`src/design/b64d_pkg.sv`:
```
`timescale 1ns / 1ps

package b64d_pkg;

  // width of the saturating byte counter, equal to the decoded_count field
  localparam int ByteCountBits = 20;

  localparam int CharW    = 8;
  localparam int SextetW  = 7;
  localparam int AccW     = 18;
  localparam int WordW    = 24;
  localparam int QueueDepth = 4;
  localparam int QueuePtrW  = $clog2(QueueDepth);

  localparam logic [SextetW-1:0] SextetPad = 7'd64;
  localparam logic [SextetW-1:0] SextetBad = 7'd65;

  localparam logic [CharW-1:0] ChPlus  = 8'h2B;
  localparam logic [CharW-1:0] ChSlash = 8'h2F;
  localparam logic [CharW-1:0] ChPad   = 8'h3D;

  typedef enum logic [2:0] {
    StOk           = 3'd0,
    StBadChar      = 3'd1,
    StOverPad      = 3'd2,
    StDataAfterPad = 3'd3,
    StPadMid       = 3'd4,
    StIncomplete   = 3'd5
  } status_e;

  // work handed from the front end to the back end: bytes of one group
  // and/or the closing status item
  typedef struct packed {
    logic [WordW-1:0]         word;
    logic [1:0]               num_bytes;
    logic                     has_status;
    status_e                  status;
    logic [ByteCountBits-1:0] count;
  } job_t;

  function automatic logic [SextetW-1:0] char_to_sextet(input logic [CharW-1:0] ch);
    logic [SextetW-1:0] s;
    s = SextetBad;
    if (ch >= 8'h41 && ch <= 8'h5A) begin
      s = SextetW'(ch - 8'h41);
    end else if (ch >= 8'h61 && ch <= 8'h7A) begin
      s = SextetW'(ch - 8'h61 + 8'd26);
    end else if (ch >= 8'h30 && ch <= 8'h39) begin
      s = SextetW'(ch - 8'h30 + 8'd52);
    end else if (ch == ChPlus) begin
      s = 7'd62;
    end else if (ch == ChSlash) begin
      s = 7'd63;
    end else if (ch == ChPad) begin
      s = SextetPad;
    end
    return s;
  endfunction

endpackage

```
`src/design/b64d_char_if.sv`:
```
`timescale 1ns / 1ps

interface b64d_char_if;
  logic       valid;
  logic       ready;
  logic [7:0] char_code;
  logic       final_char;

  modport source (output valid, output char_code, output final_char, input ready);
  modport sink   (input valid, input char_code, input final_char, output ready);
endinterface

```
`src/design/b64d_byte_if.sv`:
```
`timescale 1ns / 1ps

interface b64d_byte_if;
  logic        valid;
  logic        ready;
  logic [7:0]  data_byte;
  logic        byte_valid;
  logic        end_of_message;
  logic [2:0]  status;
  logic [19:0] decoded_count;

  modport source (output valid, output data_byte, output byte_valid,
                  output end_of_message, output status, output decoded_count,
                  input ready);
  modport sink   (input valid, input data_byte, input byte_valid,
                  input end_of_message, input status, input decoded_count,
                  output ready);
endinterface

```
`src/design/b64d_front.sv`:
```
`timescale 1ns / 1ps

module b64d_front
  import b64d_pkg::*;
(
  input  logic        clk_i,
  input  logic        rst_ni,
  b64d_char_if.sink   chars_i,
  input  logic        job_ready_i,
  output logic        job_valid_o,
  output job_t        job_o
);

  logic [AccW-1:0]          acc_q, acc_d;
  logic [1:0]               pos_q, pos_d;
  logic [1:0]               pad_q, pad_d;
  logic                     pdone_q, pdone_d;
  status_e                  err_q, err_d;
  logic [ByteCountBits-1:0] bc_q, bc_d;

  logic                     accept;
  logic [SextetW-1:0]       sext;
  logic                     advance;
  logic [5:0]               val;
  logic [ByteCountBits:0]   sum;

  assign chars_i.ready = job_ready_i;
  assign accept        = chars_i.valid & job_ready_i;
  assign sext          = char_to_sextet(chars_i.char_code);

  always_comb begin
    acc_d   = acc_q;
    pos_d   = pos_q;
    pad_d   = pad_q;
    pdone_d = pdone_q;
    err_d   = err_q;
    bc_d    = bc_q;
    advance = 1'b0;
    val     = '0;
    sum     = '0;
    job_o   = '0;
    if (accept) begin
      if (err_d == StOk && pdone_q) begin
        err_d = StPadMid;
      end
      if (err_d == StOk) begin
        if (pad_q != 2'd0 && sext != SextetPad) begin
          err_d = StDataAfterPad;
        end else if (sext == SextetBad) begin
          err_d = StBadChar;
        end else if (sext == SextetPad) begin
          if (pos_q < 2'd2) begin
            err_d = StOverPad;
          end else begin
            pad_d   = pad_q + 2'd1;
            advance = 1'b1;
          end
        end else begin
          val     = sext[5:0];
          advance = 1'b1;
        end
        if (advance) begin
          if (pos_q != 2'd3) begin
            acc_d = {acc_q[AccW-7:0], val};
            pos_d = pos_q + 2'd1;
          end else begin
            job_o.word      = {acc_q, val};
            job_o.num_bytes = 2'd3 - pad_d;
            sum  = {1'b0, bc_q} + (ByteCountBits+1)'(job_o.num_bytes);
            bc_d = sum[ByteCountBits] ? {ByteCountBits{1'b1}} : sum[ByteCountBits-1:0];
            if (pad_d != 2'd0) begin
              pdone_d = 1'b1;
            end
            acc_d = '0;
            pos_d = 2'd0;
            pad_d = 2'd0;
          end
        end
      end
      if (chars_i.final_char) begin
        if (err_d == StOk && pos_d != 2'd0) begin
          err_d = StIncomplete;
        end
        job_o.has_status = 1'b1;
        job_o.status     = err_d;
        job_o.count      = (err_d == StOk) ? bc_d : '0;
        acc_d   = '0;
        pos_d   = 2'd0;
        pad_d   = 2'd0;
        pdone_d = 1'b0;
        err_d   = StOk;
        bc_d    = '0;
      end
    end
  end

  assign job_valid_o = accept & (job_o.has_status | (job_o.num_bytes != 2'd0));

  always_ff @(posedge clk_i or negedge rst_ni) begin
    if (!rst_ni) begin
      acc_q   <= '0;
      pos_q   <= 2'd0;
      pad_q   <= 2'd0;
      pdone_q <= 1'b0;
      err_q   <= StOk;
      bc_q    <= '0;
    end else begin
      acc_q   <= acc_d;
      pos_q   <= pos_d;
      pad_q   <= pad_d;
      pdone_q <= pdone_d;
      err_q   <= err_d;
      bc_q    <= bc_d;
    end
  end

endmodule

```
`src/design/b64d_queue.sv`:
```
`timescale 1ns / 1ps

module b64d_queue
  import b64d_pkg::*;
(
  input  logic clk_i,
  input  logic rst_ni,
  input  logic push_i,
  input  job_t job_i,
  output logic full_o,
  input  logic pop_i,
  output logic valid_o,
  output job_t job_o
);

  job_t                 entries_q [QueueDepth];
  logic [QueuePtrW-1:0] wr_q, wr_d;
  logic [QueuePtrW-1:0] rd_q, rd_d;
  logic [QueuePtrW:0]   cnt_q, cnt_d;
  logic                 do_pop;

  assign full_o  = (cnt_q == (QueuePtrW+1)'(QueueDepth));
  assign valid_o = (cnt_q != '0);
  assign job_o   = entries_q[rd_q];
  assign do_pop  = pop_i & valid_o;

  always_comb begin
    wr_d  = push_i ? wr_q + 1'b1 : wr_q;
    rd_d  = do_pop ? rd_q + 1'b1 : rd_q;
    cnt_d = cnt_q;
    if (push_i && !do_pop) begin
      cnt_d = cnt_q + 1'b1;
    end else if (!push_i && do_pop) begin
      cnt_d = cnt_q - 1'b1;
    end
  end

  always_ff @(posedge clk_i) begin
    if (push_i) begin
      entries_q[wr_q] <= job_i;
    end
  end

  always_ff @(posedge clk_i or negedge rst_ni) begin
    if (!rst_ni) begin
      wr_q  <= '0;
      rd_q  <= '0;
      cnt_q <= '0;
    end else begin
      wr_q  <= wr_d;
      rd_q  <= rd_d;
      cnt_q <= cnt_d;
    end
  end

endmodule

```
`src/design/b64d_back.sv`:
```
`timescale 1ns / 1ps

module b64d_back
  import b64d_pkg::*;
(
  input  logic        clk_i,
  input  logic        rst_ni,
  input  logic        job_valid_i,
  input  job_t        job_i,
  output logic        job_pop_o,
  b64d_byte_if.source bytes_o
);

  logic [1:0]               idx_q, idx_d;
  logic                     ovalid_q, ovalid_d;
  logic [7:0]               byte_q, byte_d;
  logic                     bvalid_q, bvalid_d;
  logic                     eom_q, eom_d;
  status_e                  st_q, st_d;
  logic [ByteCountBits-1:0] cnt_q, cnt_d;

  logic load, take, is_byte, last;

  assign load    = ~ovalid_q | bytes_o.ready;
  assign take    = load & job_valid_i;
  assign is_byte = idx_q < job_i.num_bytes;
  assign last    = is_byte ? ((idx_q == job_i.num_bytes - 2'd1) & ~job_i.has_status) : 1'b1;
  assign job_pop_o = take & last;

  always_comb begin
    idx_d    = idx_q;
    ovalid_d = ovalid_q;
    byte_d   = byte_q;
    bvalid_d = bvalid_q;
    eom_d    = eom_q;
    st_d     = st_q;
    cnt_d    = cnt_q;
    if (load) begin
      ovalid_d = job_valid_i;
    end
    if (take) begin
      idx_d = last ? 2'd0 : idx_q + 2'd1;
      if (is_byte) begin
        case (idx_q)
          2'd0:    byte_d = job_i.word[23:16];
          2'd1:    byte_d = job_i.word[15:8];
          default: byte_d = job_i.word[7:0];
        endcase
        bvalid_d = 1'b1;
        eom_d    = 1'b0;
        st_d     = StOk;
        cnt_d    = '0;
      end else begin
        byte_d   = '0;
        bvalid_d = 1'b0;
        eom_d    = 1'b1;
        st_d     = job_i.status;
        cnt_d    = job_i.count;
      end
    end
  end

  always_ff @(posedge clk_i or negedge rst_ni) begin
    if (!rst_ni) begin
      idx_q    <= 2'd0;
      ovalid_q <= 1'b0;
    end else begin
      idx_q    <= idx_d;
      ovalid_q <= ovalid_d;
    end
  end

  always_ff @(posedge clk_i) begin
    byte_q   <= byte_d;
    bvalid_q <= bvalid_d;
    eom_q    <= eom_d;
    st_q     <= st_d;
    cnt_q    <= cnt_d;
  end

  assign bytes_o.valid          = ovalid_q;
  assign bytes_o.data_byte      = byte_q;
  assign bytes_o.byte_valid     = bvalid_q;
  assign bytes_o.end_of_message = eom_q;
  assign bytes_o.status         = st_q;
  assign bytes_o.decoded_count  = cnt_q;

endmodule

```
`src/design/base64_stream_decoder.sv`:
```
`timescale 1ns / 1ps

// Streaming base64 decoder: takes one character per transaction on chars_i, with
// final_char marking the last character of a message, and delivers decoded
// bytes (most significant first, three per group of four, fewer for a padded
// group) followed by one status transaction that closes the message with the
// error code and the saturating byte count. After an error no further bytes are
// produced until the final character; bytes already delivered for a message that
// ends in error are to be dropped by the consumer. A character is accepted every
// cycle as long as the four-entry job queue between the character classifier
// and the output sequencer has room; the output side moves one transaction per
// cycle while the consumer is ready, so a full group yields three output
// transactions per four characters and the final character of a message up to
// four, which the queue absorbs.

module base64_stream_decoder
  import b64d_pkg::*;
(
  input  logic        clk_i,
  input  logic        rst_ni,
  b64d_char_if.sink   chars_i,
  b64d_byte_if.source bytes_o
);

  // front end to queue
  logic push;
  job_t push_job;
  logic q_full;

  // queue to back end
  logic head_valid;
  job_t head_job;
  logic pop;

  // classifies each character and keeps group state, emits a job per group
  // completion or final character
  b64d_front u_front (
    .clk_i       (clk_i),
    .rst_ni      (rst_ni),
    .chars_i     (chars_i),
    .job_ready_i (~q_full),
    .job_valid_o (push),
    .job_o       (push_job)
  );

  // short job queue so input and output can stall independently
  b64d_queue u_queue (
    .clk_i   (clk_i),
    .rst_ni  (rst_ni),
    .push_i  (push),
    .job_i   (push_job),
    .full_o  (q_full),
    .pop_i   (pop),
    .valid_o (head_valid),
    .job_o   (head_job)
  );

  // turns each job into byte transactions and the closing status transaction
  b64d_back u_back (
    .clk_i       (clk_i),
    .rst_ni      (rst_ni),
    .job_valid_i (head_valid),
    .job_i       (head_job),
    .job_pop_o   (pop),
    .bytes_o     (bytes_o)
  );

`ifndef SYNTH
  // the queue is never written while full
  a_no_overflow: assert property (@(posedge clk_i) disable iff (!rst_ni)
    push |-> !q_full)
    else $error("job queue written while full");

  // status transactions always close the message
  a_status_eom: assert property (@(posedge clk_i) disable iff (!rst_ni)
    (bytes_o.valid && !bytes_o.byte_valid) |-> bytes_o.end_of_message)
    else $error("status transaction without end of message");

  // an error status reports no byte count
  a_err_count: assert property (@(posedge clk_i) disable iff (!rst_ni)
    (bytes_o.valid && !bytes_o.byte_valid && bytes_o.status != StOk)
      |-> (bytes_o.decoded_count == '0))
    else $error("error status with nonzero count");

  // a job is only taken out of the queue when one is present
  a_pop_valid: assert property (@(posedge clk_i) disable iff (!rst_ni)
    pop |-> head_valid)
    else $error("pop from empty job queue");
`endif

endmodule

```
`src/flat_wrapper.sv`:
```
// flat-port wrapper written by rule: the top's interface ports become plain ports
module base64_stream_decoder_flat import b64d_pkg::*;
  (clk_i, rst_ni, chars_i_valid, chars_i_char_code, chars_i_final_char, chars_i_ready, bytes_o_valid, bytes_o_data_byte, bytes_o_byte_valid, bytes_o_end_of_message, bytes_o_status, bytes_o_decoded_count, bytes_o_ready);
  b64d_char_if chars_i_i ();
  b64d_byte_if bytes_o_i ();
  input  logic clk_i;
  input  logic rst_ni;
  input wire logic [$bits(chars_i_i.valid)-1:0] chars_i_valid;
  input wire logic [$bits(chars_i_i.char_code)-1:0] chars_i_char_code;
  input wire logic [$bits(chars_i_i.final_char)-1:0] chars_i_final_char;
  output wire logic [$bits(chars_i_i.ready)-1:0] chars_i_ready;
  output wire logic [$bits(bytes_o_i.valid)-1:0] bytes_o_valid;
  output wire logic [$bits(bytes_o_i.data_byte)-1:0] bytes_o_data_byte;
  output wire logic [$bits(bytes_o_i.byte_valid)-1:0] bytes_o_byte_valid;
  output wire logic [$bits(bytes_o_i.end_of_message)-1:0] bytes_o_end_of_message;
  output wire logic [$bits(bytes_o_i.status)-1:0] bytes_o_status;
  output wire logic [$bits(bytes_o_i.decoded_count)-1:0] bytes_o_decoded_count;
  input wire logic [$bits(bytes_o_i.ready)-1:0] bytes_o_ready;
  assign chars_i_i.valid = chars_i_valid;
  assign chars_i_i.char_code = chars_i_char_code;
  assign chars_i_i.final_char = chars_i_final_char;
  assign chars_i_ready = chars_i_i.ready;
  assign bytes_o_valid = bytes_o_i.valid;
  assign bytes_o_data_byte = bytes_o_i.data_byte;
  assign bytes_o_byte_valid = bytes_o_i.byte_valid;
  assign bytes_o_end_of_message = bytes_o_i.end_of_message;
  assign bytes_o_status = bytes_o_i.status;
  assign bytes_o_decoded_count = bytes_o_i.decoded_count;
  assign bytes_o_i.ready = bytes_o_ready;
  base64_stream_decoder u_core (.clk_i(clk_i), .rst_ni(rst_ni), .chars_i(chars_i_i), .bytes_o(bytes_o_i));
endmodule
```
`config.mk`:
```
export PLATFORM = sky130hd
export DESIGN_NAME = base64_stream_decoder_flat
export DESIGN_NICKNAME = d
export VERILOG_FILES = /design/src/design/b64d_pkg.sv /design/src/design/b64d_char_if.sv /design/src/design/b64d_byte_if.sv /design/src/design/b64d_front.sv /design/src/design/b64d_queue.sv /design/src/design/b64d_back.sv /design/src/design/base64_stream_decoder.sv /design/src/flat_wrapper.sv
export SDC_FILE = /design/constraint.sdc
export NUM_CORES = 1
export LEC_CHECK = 0
export CAP_MARGIN = 20
export CORE_ASPECT_RATIO = 1.4
export CORE_MARGIN = 1
export CORE_UTILIZATION = 68
export DETAILED_ROUTE_END_ITERATION = 7
export DONT_BUFFER_PORTS = 1
export GPL_TIMING_DRIVEN = 0
export PLACE_DENSITY = 0.84
export SKIP_CTS_REPAIR_TIMING = 1
export SLEW_MARGIN = 20
export SYNTH_ARGS = -nofsm -noshare
export SYNTH_HDL_FRONTEND = slang
export SYNTH_SLANG_ARGS = --single-unit
```
`constraint.sdc`:
```
create_clock -name clk_i -period 11.2 [get_ports clk_i]
set_clock_uncertainty 0.2 [all_clocks]
set_input_delay 0.56 -clock clk_i [delete_from_list [all_inputs] [get_ports clk_i]]
set_output_delay 0.56 -clock clk_i [all_outputs]
set_load 0.02 [all_outputs]
```
# Word-level counts from Yosys, hierarchy flattened
# Memory sizes are Yosys's and may differ from the RTL's.
# Index checks and enable logic that the tools add are counted.
# totals
input_bits	13
output_inout_bits	35
mem_bits_rw	200
regBits	89
n_memories	1
mem_bits_ro	0
latch_bits	0
# classes
n_mul	0
mux	71
addsub	15
n_reduce_logical	27
order_cmp	8
eq_ne	11
bitwise	11
n_div	0
shift	0
# mem_list
memory	depth	word_bits	rd	rd_ports_with_merged_regs	wr	line_no	text
u_core.u_queue.entries_q	4	50	1	0	1	b64d_queue.sv:16	job_t entries_q [QueueDepth];
# op_table
cell	count
$mux W20	6
$mux W26	3
$mux W18	4
$mux W50	1
$mux W3	14
$mux W7	5
$mux W2	16
$eq A8 B6 Y1 const B	3
$mux W24	1
$add A20 B2 Y21	1
$mux W6	3
$mux W1	17
$ge A8 B7 Y1 const B	2
$le A8 B7 Y1 const B	2
$pmux W8 S2	1
$reduce_bool A2 Y1	8
$eq A7 B7 Y1 const B	2
$sub A7 B7 Y7 const B	2
$logic_not A3 Y1	4
$add A2 B1 Y2 const B	5
$ge A8 B6 Y1 const B	1
$le A8 B6 Y1 const B	1
$logic_and A1 B1 Y1	8
$add A7 B5 Y7 const B	1
22 further kinds	32

# Logic depth before layout (Yosys ltp)
# logic_depth
ltp_word	32
ltp_mapped	23

# Hierarchy
# Synthesis repeated with hierarchy kept, for this count alone.
# unflattened
hier_cells	868
hier_area_um2	12818.5
# modules_own_cells
mod	seq_area_each_um2	instances	cells_each	area_each_um2
b64d_queue	6180.9	1	296	7672.4
b64d_front	1151.1	1	460	3609.7
b64d_back	1066.0	1	111	1532.7
base64_stream_decoder	0.0	1	1	3.8

# Worst setup path after synthesis
# No wires, ideal clock.
# synth_timing
path_kind	input to register
from	input port chars_i_char_code[1]
to	memory u_core.u_queue.entries_q[0][4] (netlist name) (data pin)
path_slack_ns	6.386
arrival_ns	4.397
path_stages	17
path_buffers	1
required_ns	10.783
setup_ns	0.217
cell_sequence	inv_1 > ha_1 > nand2_1 > o311a_4 > and3_4 > a221o_1 > a21oi_4 > and4_1 > buf_6 > xnor2_1 > ha_1 > inv_1 > fa_1 > or3_1 > nor3_1 > nor2_1 > a211oi_1
# synth_lines
item	line_no	text
from (decl)	flat_wrapper.sv:9	input wire logic [$bits(chars_i_i.char_code)-1:0] chars_i_char_code;
to (decl)	b64d_queue.sv:16	

==> impl_results.md <==
- Status: completed
- Initial antenna violation count: 0
- Total gr overflow: 0
- Ys flop type: edfxtp_1
- First-pass GRT wire length: approximately 47000 um
- WL per Instance: roughly 26 um
- Layout Utilization: 78.1%
- N_diodes: 0
- Core footprint: roughly 18000 um^2
- DR pass1 iterations: 6
- P&R area growth vs syn: 11.4%
- RSZ-0062 raised after global routing: false
- CTS tree: done
- Slew headroom: ~40%
- CTS sink count: a little under 300
- Row count: a little under 60
- Final hold violation count: 0
- Final Cycle Share: roughly half
- Root Buffer: clkbuf_16
- Worst-path cell chain: inv_1, ha_1, buf_2, a21o_1, a41oi_1, nand2_2, o22ai_1, nor4_4, and4_1, buf_6, xnor2_1, ha_1, inv_1, fa_1, nor3_1, nand2_1, nand3_1, o21ai_0, nor4b_1
- Setup total negative slack: 0 ns
- Hold Crit Class: input port to flop
- Post-synthesis net count: approximately 900
- Reg clk slew, reported paths: ~0.070 ns
- Detailed Route WL: about 31000 um
- Sequential fraction of the synthesis area: 66.0%
- Synthesis-stage register bit count: slightly below 300
- Unique cell type count in the Yosys netlist: 65
- Critical Path End: u_core.u_queue.entries_q[3][10]
- MaxCap Viol Count: 0
- Worst-Skew Late Latency: 0.53 ns
- Remaining DRCs: 0
- Max Slew Vio Count: 0
- Critical R2R Capture: u_core.u_queue.entries_q[3][10]
- Syn Area/Cell: around 15 um^2
- CTS Buf Count: 26
- Power per cell area: 243 nW/um^2
- Initial Utilization: roughly 70%
- Crit path capture type: flop
- Iter 0 DRT Violations: 1194
- Number of routed nets with antenna violations: 0
- Number of global-route vias before repair: 8275
- Nets: a little over 900
- Crit-path max FO: 10
- Avg Vias per Cell: just over 7
- Tmin final: between 5 and 6 ns
- Gpl congestion: around 0.91
- Worst r2r src: u_core.u_front.pos_q[1]
- Max Fclk: roughly 180 MHz
- R2R setup slack: ~6.8 ns
- Maximum VDD drop: about 0.18 mV
- Area of the die: 19300 um^2
- Slowest-stage cell, CP: nor4b_1
- Asr flop ratio synth: 19.4%
- YS warnings: 0
- Vias: 8157
- Layout cell share with drive strength beyond 1: 14.7%
- Worst setup path category: input port to flop
- Static Leak: between 0.005 and 0.006 uW
- Worst Tran Pin Value: roughly 0.9 ns
- IO Count: between 40 and 50
- Clk buf depth: 3
- Final HPWL DP: roughly 19000 um
- EDFF count, synth: between 200 and 250
- Die Ht: 164 um
- Die width: ~120 um
- Final Power: 3450 uW
- Largest net degree at the start of global routing: between 50 and 60
- H-tree Lvls: 1
- Data required, critical path: 11.22 ns
- Synthesized cell area: 12700 um^2
- CP arrival: between 5 and 6 ns
- Startpoint types: input port
- Overall Global Routing Usage: about a third
- Max incr delay on CP: between 0.6 and 0.7 ns
- Port bufs: 0
- # setup viols final: 0
- Synth Instances: between 800 and 900
- Cell depth of the worst flop-to-flop path: 11
- Crit path launch: chars_i_char_code[2]
## state kept, by name, summed over array words and instances, names as in the netlist, 3 cells and up
name / cells
u_core.u_queue.entries_q: 200
u_core.u_back.bytes_o.data_byte: 8
u_core.u_front.err_q: 3
u_core.u_front.acc_q: 18
u_core.u_front.bc_q: 20
u_core.u_back.bytes_o.status: 3
u_core.u_queue.cnt_q: 3
u_core.u_back.bytes_o.decoded_count: 20
## routing by layer
layer	track usage [%]	wire, um
met4	12.2	1100
met1	41.8	10900
met5	0	0
met3	5.35	2720
met2	57.3	15900
## power by group
| part | total (uW) | internal, uW | switching, uW |
|---|---|---|---|
| combinational | 928 | 369 | 559 |
| clock | 969 | 586 | 383 |
| sequential | 1550 | 1390 | 165 |
## per-stage QoR
step / setup WS, ns / hold slack (ns) / area [um^2] / cells
finish: 5.61 / 0.0383 / 14200 / 1159
global route: 5.22 / 0.0610 / 14200 / 1159
CTS: 5.80 / -0.485 / 14100 / 1156
detailed placement: 5.27 / 0.0670 / 13200 / 1108
global placement: 5.35 / 0.0672 / 13000 / 1103
floorplan: 6.39 / 0.0644 / 12700 / 863
## cell families after synthesis
logic type / Yosys count / share of synthesized area, %
AOI/OAI and AO/OA: 167 / 8.62
xor gates and xnor gates: 21 / 1.45
adders and majority gates: 23 / 2.38
buffers and inverters: 65 / 2.27
DFF: 289 / 66.0
muxes: 55 / 9.34
and+or+nand+nor: 243 / 9.94
## how the worst min path moves through the flow
stage	slack [ns]	end	cells past startpoint	from
after global placement	0.07	u_core.u_front.bc_q[12]	0	rst_ni
after CTS	-0.49	u_core.u_front.bc_q[18]	0	rst_ni
after floorplan	0.06	u_core.u_back.bytes_o.valid	0	rst_ni
after detailed placement	0.07	u_core.u_front.bc_q[15]	0	rst_ni
after global routing	0.06	u_core.u_back.bytes_o.valid	3	bytes_o_ready
final	0.04	u_core.u_back.bytes_o.valid	3	bytes_o_ready
## area by class of cell
class                   count  area, um^2
clock inverters            14         220
inverters                  26        97.6
multi-input cells         509        4070
flip-flops and latches    289        8400
plain buffers              39         191
repair buffers              8         185
clock buffers              34         712
fillers                  1010        3970
well taps                 240         300
## worst max-delay path: cells and delay by family
family | cells | cell delay, ns
AO/OA/AOI/OAI | 4 | 0.98
AND/OR/NAND/NOR | 7 | 2.41
XOR/XNOR | 1 | 0.37
adder cells (fa/ha/maj) | 3 | 0.86
buffers and inverters | 4 | 0.41
## cells in the mapped netlist, types with 5 or more instances
cell type	instances	area share [%]
and2_1	49	2.4
clkbuf_1	21	0.62
a21o_1	6	0.35
nor2_1	44	1.3
xnor2_1	13	0.89
a22oi_1	9	0.53
a311oi_1	9	0.62
and3_1	10	0.49
nand2_1	59	1.7
buf_1	7	0.21
mux4_2	50	8.8
nor3_1	13	0.51
a211oi_1	6	0.35
nand3_1	39	1.5
ha_1	21	2.1
dfrtp_1	56	11
xor2_1	8	0.55
a21oi_1	54	2.1
edfxtp_1	233	55
inv_1	26	0.77
buf_6	5	0.44
a31oi_1	8	0.39
o21ai_0	40	1.6
## layout by cell type (no fill, tap or decap), types with 5 or more instances in the layout
| cell | n |
|---|---|
| edfxtp_1 | 233 |
| nand2_1 | 59 |
| dfrtp_1 | 56 |
| a21oi_1 | 53 |
| mux4_2 | 50 |
| and2_1 | 45 |
| nor2_1 | 44 |
| o21ai_0 | 40 |
| nand3_1 | 39 |
| clkbuf_1 | 27 |
| clkbuf_16 | 27 |
| inv_1 | 26 |
| ha_1 | 21 |
| nor3_1 | 13 |
| xnor2_1 | 13 |
| and3_1 | 10 |
| a311oi_1 | 9 |
| a22oi_1 | 9 |
| xor2_1 | 8 |
| a31oi_1 | 8 |
| buf_1 | 7 |
| a21o_1 | 6 |
| a211oi_1 | 6 |
| bufinv_16 | 6 |
| buf_16 | 6 |
| buf_6 | 5 |
| clkinv_2 | 5 |
Note: power is estimated with default switching activity, not from simulation.
